### config.mk
export PLATFORM = sky130hd
export DESIGN_NAME = pid_step_with_clamps_flat
export DESIGN_NICKNAME = d
export VERILOG_FILES = /design/src/rtl/pswc_pkg.sv /design/src/rtl/pswc_if.sv /design/src/rtl/pswc_ctrl.sv /design/src/rtl/pswc_dp.sv /design/src/rtl/pid_step_with_clamps.sv /design/src/flat_wrapper.sv
export SDC_FILE = /design/constraint.sdc
export NUM_CORES = 2
export LEC_CHECK = 0
export BUFFER_PORTS_ARGS = -buffer_cell sky130_fd_sc_hd__buf_4
export CAP_MARGIN = 20
export CORE_MARGIN = 2
export CORE_UTILIZATION = 55
export CTS_BUF_LIST = sky130_fd_sc_hd__clkbuf_8
export CTS_CLUSTER_DIAMETER = 60
export DETAILED_ROUTE_END_ITERATION = 6
export HOLD_SLACK_MARGIN = 0.1
export PLACE_DENSITY = 0.73
export REMOVE_ABC_BUFFERS = 1
export SYNTH_ARGS = -nofsm -noshare
export SYNTH_HDL_FRONTEND = slang
export SYNTH_SLANG_ARGS = --single-unit
### constraint.sdc
create_clock -name clock -period 14 [get_ports clock]
set_input_delay 2.1 -clock clock [delete_from_list [all_inputs] [get_ports clock]]
set_output_delay 2.1 -clock clock [all_outputs]
set_load 0.01 [all_outputs]
### src/rtl/pswc_pkg.sv
// Package for the PID step block: shared types, codes and widths.
`default_nettype none

package pswc_pkg;

   localparam int DATA_W   = 32;
   localparam int CSR_IDX_W = 3;

   typedef enum logic [2:0] {
      ST_IDLE,
      ST_INC,
      ST_DER,
      ST_PROP,
      ST_INTEG,
      ST_DERIV,
      ST_ACC,
      ST_OUT
   } state_type;

   typedef enum logic [2:0] {
      MUL_INC,
      MUL_DER,
      MUL_PROP,
      MUL_INTEG,
      MUL_DERIV
   } mul_sel_type;

   typedef enum logic [2:0] {
      CSR_PROP_GAIN      = 3'd0,
      CSR_INTEG_GAIN     = 3'd1,
      CSR_DERIV_GAIN     = 3'd2,
      CSR_INTEGRAL_LIMIT = 3'd3,
      CSR_OUTPUT_LIMIT   = 3'd4,
      CSR_SAMPLE_PERIOD  = 3'd5,
      CSR_SAMPLE_RATE    = 3'd6
   } csr_index_type;

   typedef struct packed {
      logic        capture;
      mul_sel_type mul_sel;
      logic        integ_upd;
      logic        deriv_upd;
      logic        acc_load;
      logic        acc_add;
      logic        finish;
   } cmd_type;

   typedef struct packed {
      logic out_free;
   } status_type;

endpackage

`default_nettype wire

### src/rtl/pswc_if.sv
// Valid/ready channel interfaces for the request and response sides.
`default_nettype none

interface pswc_req_if;
   logic               valid;
   logic               ready;
   logic signed [31:0] error_sample;

   modport source (output valid, output error_sample, input ready);
   modport sink   (input valid, input error_sample, output ready);
endinterface

interface pswc_rsp_if;
   logic               valid;
   logic               ready;
   logic signed [31:0] drive_value;

   modport source (output valid, output drive_value, input ready);
   modport sink   (input valid, input drive_value, output ready);
endinterface

`default_nettype wire

### src/rtl/pswc_ctrl.sv
// Sequencer for the PID step: walks the shared multiplier through its five products.
`default_nettype none

module pswc_ctrl (
   input  logic                 clock,
   input  logic                 reset,
   input  logic                 req_valid,
   output logic                 req_ready,
   input  pswc_pkg::status_type status,
   output pswc_pkg::cmd_type    cmd
);
   import pswc_pkg::*;

   state_type state_ff;
   state_type state_in;

   always_ff @(posedge clock) begin
      if (reset) begin
         state_ff <= ST_IDLE;
      end else begin
         state_ff <= state_in;
      end
   end

   always_comb begin
      state_in  = state_ff;
      cmd       = '0;
      req_ready = 1'b0;
      unique case (state_ff)
         ST_IDLE: begin
            req_ready = 1'b1;
            if (req_valid) begin
               cmd.capture = 1'b1;
               state_in    = ST_INC;
            end
         end
         ST_INC: begin
            cmd.mul_sel = MUL_INC;
            state_in    = ST_DER;
         end
         ST_DER: begin
            cmd.mul_sel   = MUL_DER;
            cmd.integ_upd = 1'b1;
            state_in      = ST_PROP;
         end
         ST_PROP: begin
            cmd.mul_sel   = MUL_PROP;
            cmd.deriv_upd = 1'b1;
            state_in      = ST_INTEG;
         end
         ST_INTEG: begin
            cmd.mul_sel  = MUL_INTEG;
            cmd.acc_load = 1'b1;
            state_in     = ST_DERIV;
         end
         ST_DERIV: begin
            cmd.mul_sel = MUL_DERIV;
            cmd.acc_add = 1'b1;
            state_in    = ST_ACC;
         end
         ST_ACC: begin
            cmd.acc_add = 1'b1;
            state_in    = ST_OUT;
         end
         ST_OUT: begin
            // hold until the output register is free
            if (status.out_free) begin
               cmd.finish = 1'b1;
               state_in   = ST_IDLE;
            end
         end
         default: begin
            state_in = ST_IDLE;
         end
      endcase
   end

endmodule

`default_nettype wire

### src/rtl/pswc_dp.sv
// Datapath for the PID step: registers, shared multiplier, rounding, saturation.
`default_nettype none

module pswc_dp (
   input  logic                                  clock,
   input  logic                                  reset,
   input  pswc_pkg::cmd_type                     cmd,
   output pswc_pkg::status_type                  status,
   input  logic                                  csr_we,
   input  logic [pswc_pkg::CSR_IDX_W-1:0]        csr_index,
   input  logic [pswc_pkg::DATA_W-1:0]           csr_wdata,
   input  logic signed [pswc_pkg::DATA_W-1:0]    error_sample,
   output logic                                  rsp_valid,
   input  logic                                  rsp_ready,
   output logic signed [pswc_pkg::DATA_W-1:0]    drive_value
);
   import pswc_pkg::*;

   localparam logic signed [65:0] SAT_HI  = 66'sd2147483647;
   localparam logic signed [65:0] SAT_LO  = -66'sd2147483648;
   localparam logic signed [65:0] HALF_16 = 66'sd32768;
   localparam logic signed [65:0] HALF_24 = 66'sd8388608;

   function automatic logic signed [31:0] sat32(input logic signed [65:0] v);
      logic signed [31:0] r;
      if (v > SAT_HI) begin
         r = 32'sh7fff_ffff;
      end else if (v < SAT_LO) begin
         r = 32'sh8000_0000;
      end else begin
         r = v[31:0];
      end
      return r;
   endfunction

   // zero limit leaves the value alone
   function automatic logic signed [31:0] clamp_mag(input logic signed [31:0] v,
                                                    input logic [30:0] lim);
      logic signed [31:0] hi;
      logic signed [31:0] lo;
      logic signed [31:0] r;
      hi = signed'({1'b0, lim});
      lo = -hi;
      r  = v;
      if (lim != '0) begin
         if (v > hi) begin
            r = hi;
         end else if (v < lo) begin
            r = lo;
         end
      end
      return r;
   endfunction

   // configuration
   logic signed [31:0] kp_ff, ki_ff, kd_ff;
   logic [30:0]        ilim_ff, olim_ff;
   logic [23:0]        period_ff;
   logic [15:0]        rate_ff;

   // working registers
   logic signed [31:0] err_ff, err_in;
   logic signed [31:0] last_err_ff, last_err_in;
   logic signed [31:0] integ_ff, integ_in;
   logic signed [31:0] deriv_ff, deriv_in;
   logic signed [33:0] acc_ff, acc_in;
   logic signed [65:0] prod_ff, prod_in;
   logic               rsp_valid_ff, rsp_valid_in;
   logic signed [31:0] drive_ff, drive_in;

   logic signed [32:0] mul_a, mul_b;
   logic signed [65:0] inc_wide;
   logic signed [65:0] integ_sum;
   logic signed [31:0] term;

   always_ff @(posedge clock) begin
      if (reset) begin
         kp_ff     <= '0;
         ki_ff     <= '0;
         kd_ff     <= '0;
         ilim_ff   <= '0;
         olim_ff   <= '0;
         period_ff <= 24'd67109;
         rate_ff   <= 16'd250;
      end else if (csr_we) begin
         unique case (csr_index_type'(csr_index))
            CSR_PROP_GAIN:      kp_ff     <= csr_wdata;
            CSR_INTEG_GAIN:     ki_ff     <= csr_wdata;
            CSR_DERIV_GAIN:     kd_ff     <= csr_wdata;
            CSR_INTEGRAL_LIMIT: ilim_ff   <= csr_wdata[30:0];
            CSR_OUTPUT_LIMIT:   olim_ff   <= csr_wdata[30:0];
            CSR_SAMPLE_PERIOD:  period_ff <= csr_wdata[23:0];
            CSR_SAMPLE_RATE:    rate_ff   <= csr_wdata[15:0];
            default: ;
         endcase
      end
   end

   // operand select for the shared 33x33 multiplier
   always_comb begin
      unique case (cmd.mul_sel)
         MUL_INC: begin
            mul_a = 33'(err_ff);
            mul_b = signed'({9'd0, period_ff});
         end
         MUL_DER: begin
            mul_a = 33'(err_ff) - 33'(last_err_ff);
            mul_b = signed'({17'd0, rate_ff});
         end
         MUL_PROP: begin
            mul_a = 33'(kp_ff);
            mul_b = 33'(err_ff);
         end
         MUL_INTEG: begin
            mul_a = 33'(ki_ff);
            mul_b = 33'(integ_ff);
         end
         MUL_DERIV: begin
            mul_a = 33'(kd_ff);
            mul_b = 33'(deriv_ff);
         end
         default: begin
            mul_a = '0;
            mul_b = '0;
         end
      endcase
   end

   assign prod_in = 66'(mul_a) * 66'(mul_b);

   assign inc_wide  = (prod_ff + HALF_24) >>> 24;
   assign integ_sum = 66'(integ_ff) + inc_wide;
   assign term      = sat32((prod_ff + HALF_16) >>> 16);

   always_comb begin
      err_in       = cmd.capture   ? error_sample : err_ff;
      integ_in     = cmd.integ_upd ? clamp_mag(sat32(integ_sum), ilim_ff) : integ_ff;
      deriv_in     = cmd.deriv_upd ? sat32(prod_ff) : deriv_ff;
      acc_in       = acc_ff;
      if (cmd.acc_load) begin
         acc_in = 34'(term);
      end else if (cmd.acc_add) begin
         acc_in = acc_ff + 34'(term);
      end
      last_err_in  = cmd.finish ? err_ff : last_err_ff;
      drive_in     = cmd.finish ? clamp_mag(sat32(66'(acc_ff)), olim_ff) : drive_ff;
      rsp_valid_in = cmd.finish ? 1'b1 : (rsp_valid_ff && !rsp_ready);
   end

   always_ff @(posedge clock) begin
      if (reset) begin
         last_err_ff  <= '0;
         integ_ff     <= '0;
         rsp_valid_ff <= 1'b0;
      end else begin
         last_err_ff  <= last_err_in;
         integ_ff     <= integ_in;
         rsp_valid_ff <= rsp_valid_in;
      end
   end

   always_ff @(posedge clock) begin
      err_ff   <= err_in;
      deriv_ff <= deriv_in;
      acc_ff   <= acc_in;
      prod_ff  <= prod_in;
      drive_ff <= drive_in;
   end

   assign status.out_free = !rsp_valid_ff || rsp_ready;
   assign rsp_valid       = rsp_valid_ff;
   assign drive_value     = drive_ff;

endmodule

`default_nettype wire

### src/rtl/pid_step_with_clamps.sv
// Top level of the one-channel PID step with integral and output clamps.
// An error beat is taken only in ST_IDLE; one multiplier is shared by the five
//   products (increment, derivative, P, I, D), one product per cycle, in INC to
//   DERIV; ACC and OUT follow, and the drive beat is registered as OUT ends.
// A finished drive beat waits in its output register; the next error beat is
//   taken meanwhile, and the sequencer holds only if the register is still full.
// Reset (synchronous): gains and limits zero, period 67109, rate 250,
//   integral and last error zero, no beat pending.
`default_nettype none

module pid_step_with_clamps (
   input  logic                           clock,
   input  logic                           reset,
   pswc_req_if.sink                       req_if,
   pswc_rsp_if.source                     rsp_if,
   input  logic                           csr_we,
   input  logic [pswc_pkg::CSR_IDX_W-1:0] csr_index,
   input  logic [pswc_pkg::DATA_W-1:0]    csr_wdata
);
   import pswc_pkg::*;

   cmd_type    cmd;     // sequencer to datapath
   status_type status;  // datapath to sequencer
   logic       req_ready;
   logic       rsp_valid;
   logic signed [DATA_W-1:0] drive_value;

   // Sequencer: idle until a request beat, then one step per product,
   // rounding and accumulation using each product in the cycle after the multiplier.
   pswc_ctrl u_ctrl (
      .clock     (clock),
      .reset     (reset),
      .req_valid (req_if.valid),
      .req_ready (req_ready),
      .status    (status),
      .cmd       (cmd)
   );

   // Datapath: register file, shared multiplier, saturation and clamps.
   pswc_dp u_dp (
      .clock        (clock),
      .reset        (reset),
      .cmd          (cmd),
      .status       (status),
      .csr_we       (csr_we),
      .csr_index    (csr_index),
      .csr_wdata    (csr_wdata),
      .error_sample (req_if.error_sample),
      .rsp_valid    (rsp_valid),
      .rsp_ready    (rsp_if.ready),
      .drive_value  (drive_value)
   );

   assign req_if.ready       = req_ready;
   assign rsp_if.valid       = rsp_valid;
   assign rsp_if.drive_value = drive_value;

endmodule

`default_nettype wire
### src/flat_wrapper.sv
// flat-port wrapper written by rule: the top's interface ports become plain ports
module pid_step_with_clamps_flat import pswc_pkg::*;
  (clock, reset, csr_we, csr_index, csr_wdata, req_if_valid, req_if_error_sample, req_if_ready, rsp_if_valid, rsp_if_drive_value, rsp_if_ready);
  pswc_req_if req_if_i ();
  pswc_rsp_if rsp_if_i ();
  input  logic clock;
  input  logic reset;
  input  logic csr_we;
  input  logic [pswc_pkg::CSR_IDX_W-1:0] csr_index;
  input  logic [pswc_pkg::DATA_W-1:0] csr_wdata;
  input wire logic [$bits(req_if_i.valid)-1:0] req_if_valid;
  input wire logic [$bits(req_if_i.error_sample)-1:0] req_if_error_sample;
  output wire logic [$bits(req_if_i.ready)-1:0] req_if_ready;
  output wire logic [$bits(rsp_if_i.valid)-1:0] rsp_if_valid;
  output wire logic [$bits(rsp_if_i.drive_value)-1:0] rsp_if_drive_value;
  input wire logic [$bits(rsp_if_i.ready)-1:0] rsp_if_ready;
  assign req_if_i.valid = req_if_valid;
  assign req_if_i.error_sample = req_if_error_sample;
  assign req_if_ready = req_if_i.ready;
  assign rsp_if_valid = rsp_if_i.valid;
  assign rsp_if_drive_value = rsp_if_i.drive_value;
  assign rsp_if_i.ready = rsp_if_ready;
  pid_step_with_clamps u_core (.clock(clock), .reset(reset), .req_if(req_if_i), .rsp_if(rsp_if_i), .csr_we(csr_we), .csr_index(csr_index), .csr_wdata(csr_wdata));
endmodule
==> Yosys cells after proc, flatten, opt, wreduce, memory -nomap -nowiden <==
Index checks and enable logic that the tools add are counted.
{ "totals": {"reg_bits": 462, "word_cells": 105, "input_bits": 72, "out_inout_bits": 34} }
{ "classes": {"n_mul": 1, "n_mux": 31, "n_eq_ne": 19, "n_reduce_logical": 19, "add_sub_neg": 7, "n_lt_le_gt_ge": 12} }
{ "ops": {"columns": ["op", "n"], "rows": [
  ["$mux 32", 13],
  ["$pmux 33 s5", 2],
  ["$mux 34", 2],
  ["$add 66x17->66 const B", 1],
  ["$add 66x25->66 const B", 1],
  ["$gt 66x32->1 const B", 1],
  ["$lt 66x32->1 const B", 1],
  ["$mul 33x33->66", 1],
  ["$gt 32x32->1", 2],
  ["$lt 32x32->1", 2],
  ["$neg 31->32", 2],
  ["$reduce_bool 31->1", 2],
  ["$gt 50x32->1 const B", 1],
  ["$lt 50x32->1 const B", 1],
  ["$add 32x42->43", 1],
  ["$gt 43x32->1 const B", 1],
  ["$lt 43x32->1 const B", 1],
  ["$add 34x32->34", 1],
  ["$gt 34x32->1 const B", 1],
  ["$lt 34x32->1 const B", 1],
  ["$sub 32x32->33", 1],
  ["$eq 3x3->1 const B", 8],
  ["$pmux 3 s8", 1],
  ["$eq 3x2->1 const B", 6],
  ["other kinds (13)", 35]
]} }

==> Depth between registers and ports, before layout <==
{ "depth": {"depth_word": 9, "ltp_mapped": 44, "depth_no_buf": 42} }

==> By module <==
Synthesis repeated with hierarchy kept, for this count alone.
{ "unflattened": {"hier_cells": 8157, "hier_area_um2": 69128.8} }
{ "modules_own_cells": {"columns": ["module", "area_per_inst_um2", "instances", "cells_each", "seq_area_each_um2"], "rows": [
  ["pswc_dp", 68903.6, 1, 8127, 10490.1],
  ["pswc_ctrl", 225.2, 1, 30, 60.1]
]} }

==> Worst setup path before layout <==
Ideal clock, no wire load.
{ "synth_path": {"path_kind": "flip-flop to flip-flop", "from": "reg u_core.u_dp.err_ff[0]", "to": "reg u_core.u_dp.prod_ff[63]", "slack_ns": 2.676, "setup_ns": 0.118, "n_path_buf": 2, "path_stages_with_launch": 42, "t_required_ns": 13.882, "arrival_ns": 11.206, "synth_period_minus_slack_ns": 11.324, "cell_sequence": "edfxtp_1 -> inv_1 -> ha_1 -> fa_1 -> nor2b_1 -> o21a_1 -> o21ai_0 -> a21o_1 -> a211oi_1 -> and4_1 -> o211ai_1 -> a311oi_1 -> o211ai_1 -> a211oi_1 -> clkbuf_1 -> nand2b_1 -> fa_1 -> inv_1 -> [... 6 more ...] -> fa_1 -> fa_1 -> inv_1 -> fa_1 -> inv_1 -> ha_1 -> clkbuf_1 -> and3_1 -> nand2_1 -> or2_2 -> o22ai_1 -> nand4_1 -> o21a_1 -> a211oi_1 -> nor2_1 -> or3_1 -> nor2b_1 -> xnor2_1"} }
{ "synth_between": {"elab_chain_cells": 3, "elab_cells_between_ends": 4, "classes_between": "add/sub: 1; mul: 1; mux: 2"} }
{ "synth_lines": {"columns": ["item", "line_no", "text"], "rows": [
  ["start, declared", "pswc_dp.sv:62", "logic signed [31:0] err_ff, err_in;"],
  ["start signal, assigned", "pswc_dp.sv:163", "err_ff <= err_in;"],
  ["$sub 32x32->33", "pswc_dp.sv:107", "mul_a = 33'(err_ff) - 33'(last_err_ff);"],
  ["$pmux 33 s5", "pswc_dp.sv:101", "unique case (cmd.mul_sel)"],
  ["$mul 33x33->66 *", "pswc_dp.sv:129", "assign prod_in = 66'(mul_a) * 66'(mul_b);"],
  ["via u_core.u_dp.prod_in[63]", "pswc_dp.sv:67", "logic signed [65:0] prod_ff, prod_in;"],
  ["end signal, assigned", "pswc_dp.sv:166", "prod_ff <= prod_in;"],
  ["end, declared", "pswc_dp.sv:67", null]
]} }
Mark *: on every way through the listed nets, which the timed path passes. The rest lies on a longest branch.
A chain may end at the register's enable or synchronous reset.

==> Final worst setup path <==
{ "layout_path": {"from": "reg u_core.u_dp.err_ff[0]", "to": "reg u_core.u_dp.prod_ff[65]"} }
The elaborated chain is that of the path after synthesis.

==> impl_results.md <==
- Highest metal used: met5
- Crit path max fanout: 10
- Multi-input gate area: 52700 sq um
- Crit path kind: register to register
- Fraction of registers with async set/reset: 0%
- Number of gates resized after CTS: 0
- Synthesized area per cell: 8.33 sq um
- Clk_lat worst skew: 0.71 ns
- Area contributors post-synth: fa_1 (33%), dfxtp_1 (9.5%), ha_1 (8.1%)
- # port buffers: 105
- RSZ-0062 raised after global routing: false
- Hold EP: u_core.u_dp.last_err_ff[3]$_SDFFE_PP0P_
- Met2 wire length: approximately 100000 um
- Final setup viols: 0
- Drt wl/cell: 24.7 um
- Reg-to-reg slack, setup: ~1.6 ns
- TritonRoute pass-1 iters: 7
- Largest net degree at the start of global routing: slightly above 100
- Filler instances: 11197
- Rel. slew slack: between 10% and 20%
- Layout Skew: roughly 0.048 ns
- Failing checks: DRC
- Main synth FF type: dfxtp_1
- DR vias: between 60000 and 70000
- Post-Route Utilization: between 50 and 60%
- Setup repair bufs after CTS: 0
- Root Driver: clkbuf_8
- Global-route wire length before repair: 373000 um
- Antenna violations before repair: 6
- Worst r2r src: u_core.u_dp.err_ff[0]$_DFFE_PP_
- DRC violations left: 7
- Slowest cell on crit path: fa_1
- Critical Path Most Common Cell: fa_1
- Clock transition at path regs: 0.06 ns
- DP HPWL: 190000 um
- Post-DP Area: slightly above 70000 sq um
- Met1 WL: 88900 um
- Met3 wire len: 33300 um
- Syn-to-layout area delta: 6.60%
- FF+latch count, synth: between 400 and 500
- Setup crit end kind: register
- Initial Utilization: 55.4%
- Top-area cell type share of the netlist area: 33.0%
- Clk sinks: 462
- CTS tree: done
- CTS Buf Count: 83
- Share of cells above drive strength 1: 6.32%
- Final Hold Viols: 0
- Slowest stage delay, CP: 0.71 ns
- Critical path data required time: about 15 ns
- Netlist cell types: 94
- Startpoint types: register
- Worst path arrival time: 12.96 ns
- Status: complete, but fails checks
- Final worst slack: 1.61 ns
- I/O pin count: ~110
- Die Y: 360 um
- Peak Freq: 80.7 MHz
- Worst Max-Slew Pin Slew: 1.28 ns
- Synthesized instance count: 8371
- WHS Path Cells: 2
- Longest Clk Path Bufs: 3
- NumNets Final: 9957
- Tcrit/Tclk final: 88.5%
- Hold-fix buffers at CTS: 0
- CTS H-tree depth: 3
- Die area: 130000 sq um
- MaxCap Viol Count: 0
- Site Rows: 130
- DP Worst Slack: 1.73 ns
- Number of global-route vias before repair: about 62000
- Endpoint of the worst register-to-register path: u_core.u_dp.prod_ff[65]$_DFF_P_
- Sequential fraction of the synthesis area: 15.1%
- Total number of yosys warnings: 0
- R2R depth: 39
- Period minus WS final: 12.39 ns
- Post-route cell area: about 74000 sq um
- Antenna viol nets, final: 0
- Register area: approximately 11000 sq um
- Final wirelength: 247000 um
- Detailed Route Iter0 Violations: 6994
- Total GRT Usage: 38.0%
- Worst Min Path Start: u_core.u_dp.last_err_ff[3]$_SDFFE_PP0P_
- Post-synth EDFFs: 130
- Gr ovfl total: 0
- Die width: roughly 360 um
- Count of final max-slew check failures: 0
- Mapped Area: 69700 sq um
- Core area: 126000 sq um
- Hold Path Class: register to register
- Routed vias/inst: approximately 6
- Area leader, netlist: fa_1
- Final GP Congestion: between 1 and 1.5
## cells in the mapped netlist (all sizes together), types with 27 or more instances
master	n
a221oi	29
a31oi	50
ha	451
a221o	32
nor4	44
a211oi	50
nor3	86
inv	1392
xnor2	199
a21o	126
or3	30
clkbuf	375
o21a	27
and2	64
nor2b	72
nor2	734
xor2	94
nand3	109
nand2b	48
a21oi	559
o21ai	248
nand4	63
and3	39
fa	1149
buf	60
nand2	1394
dfxtp	332
edfxtp	130
a22oi	63
a22o	35
## per-stage QoR
stage | instances | hold slack, ns | setup TNS [ns]
after floorplan | 7936 | 0.430 | -6.67
after global placement | 9844 | 0.441 | 0
after detailed placement | 9847 | 0.447 | 0
after CTS | 9996 | 0.455 | 0
after global routing | 10000 | 0.470 | 0
final | 10001 | 0.454 | 0
## layout by cell type (no fill, tap or decap), types with 94 or more instances in the layout
cell	Yosys	layout
inv_1	1391	1411
nand2_1	1393	1390
fa_1	1149	1149
nor2_1	733	724
a21oi_1	555	550
ha_1	451	451
dfxtp_1	332	329
buf_4	3	256
xnor2_1	198	198
o21ai_0	189	186
edfxtp_1	130	130
a21o_1	126	126
nand3_1	108	108
clkbuf_8	0	96
xor2_1	94	94
## cells by family after synthesis
| family | share of synthesized area (%) |
|---|---|
| simple gates | 16.8 |
| mux | 0.210 |
| compound gates | 13.1 |
| buf+inv | 9.94 |
| flops | 15.1 |
| xor+xnor | 3.69 |
| fa+ha+maj | 41.1 |
## layer usage
layer  up-vias  track usage, %
li1      26541               -
met1     29882            47.2
met2      3973            55.9
met3       965            12.6
met4         6            26.0
met5         -           0.185
## flip-flops by register name, indices dropped and copies added (netlist names)
| name | cells |
|---|---|
| u_core.u_dp.drive_value | 32 |
| u_core.u_dp.deriv_ff | 32 |
| u_core.u_dp.period_ff | 24 |
| u_core.u_dp.kd_ff | 32 |
| u_core.u_dp.prod_ff | 66 |
| u_core.u_ctrl.state_ff | 3 |
| u_core.u_dp.acc_ff | 34 |
| u_core.u_dp.integ_ff | 32 |
| u_core.u_dp.olim_ff | 31 |
| u_core.u_dp.rate_ff | 16 |
| u_core.u_dp.ki_ff | 32 |
| u_core.u_dp.kp_ff | 32 |
| u_core.u_dp.ilim_ff | 31 |
| u_core.u_dp.err_ff | 32 |
| u_core.u_dp.last_err_ff | 32 |
| u_core.u_dp.rsp_valid | 1 |
## final cells by class
cell class                      count  share of cell area (%)
Sequential cell                   462                    14.2
Multi-Input combinational cell   6079                    70.9
Clock buffer                       96                    1.78
Tap cell                         1650                    2.78
Antenna cell                        2                 0.00673
Clock inverter                     53                   0.525
Timing Repair Buffer              264                    2.79
Inverter                         1395                    7.05
## critical path, delay by kind of cell, from the launching register on
kind,cells,cell delay [ns]
AOI/OAI and AO/OA,12,3.20
xor gates and xnor gates,1,0.08
adders and majority gates,11,5.69
buffers and inverters,6,0.88
DFF,1,0.43
and+or+nand+nor,9,1.99
## worst max path at each step
stage / startpoint / end / slack, ns / cells after the start
5_1_grt: u_core.u_dp.err_ff[0]$_DFFE_PP_ / u_core.u_dp.prod_ff[65]$_DFF_P_ / 0.80 / 39
4_1_cts: u_core.u_dp.err_ff[0]$_DFFE_PP_ / u_core.u_dp.prod_ff[65]$_DFF_P_ / 1.72 / 39
3_3_place_gp: u_core.u_dp.err_ff[0]$_DFFE_PP_ / u_core.u_dp.prod_ff[63]$_DFF_P_ / 1.96 / 39
2_1_floorplan: u_core.u_ctrl.state_ff[2]$_SDFFE_PP0P_ / u_core.u_dp.prod_ff[63]$_DFF_P_ / -0.97 / 28
3_5_place_dp: u_core.u_dp.err_ff[0]$_DFFE_PP_ / u_core.u_dp.prod_ff[65]$_DFF_P_ / 1.73 / 39
6_report: u_core.u_dp.err_ff[0]$_DFFE_PP_ / u_core.u_dp.prod_ff[65]$_DFF_P_ / 1.61 / 39
Power is not shown: default switching activity piles up to over one toggle a cycle in this logic, so the estimate is an artifact.
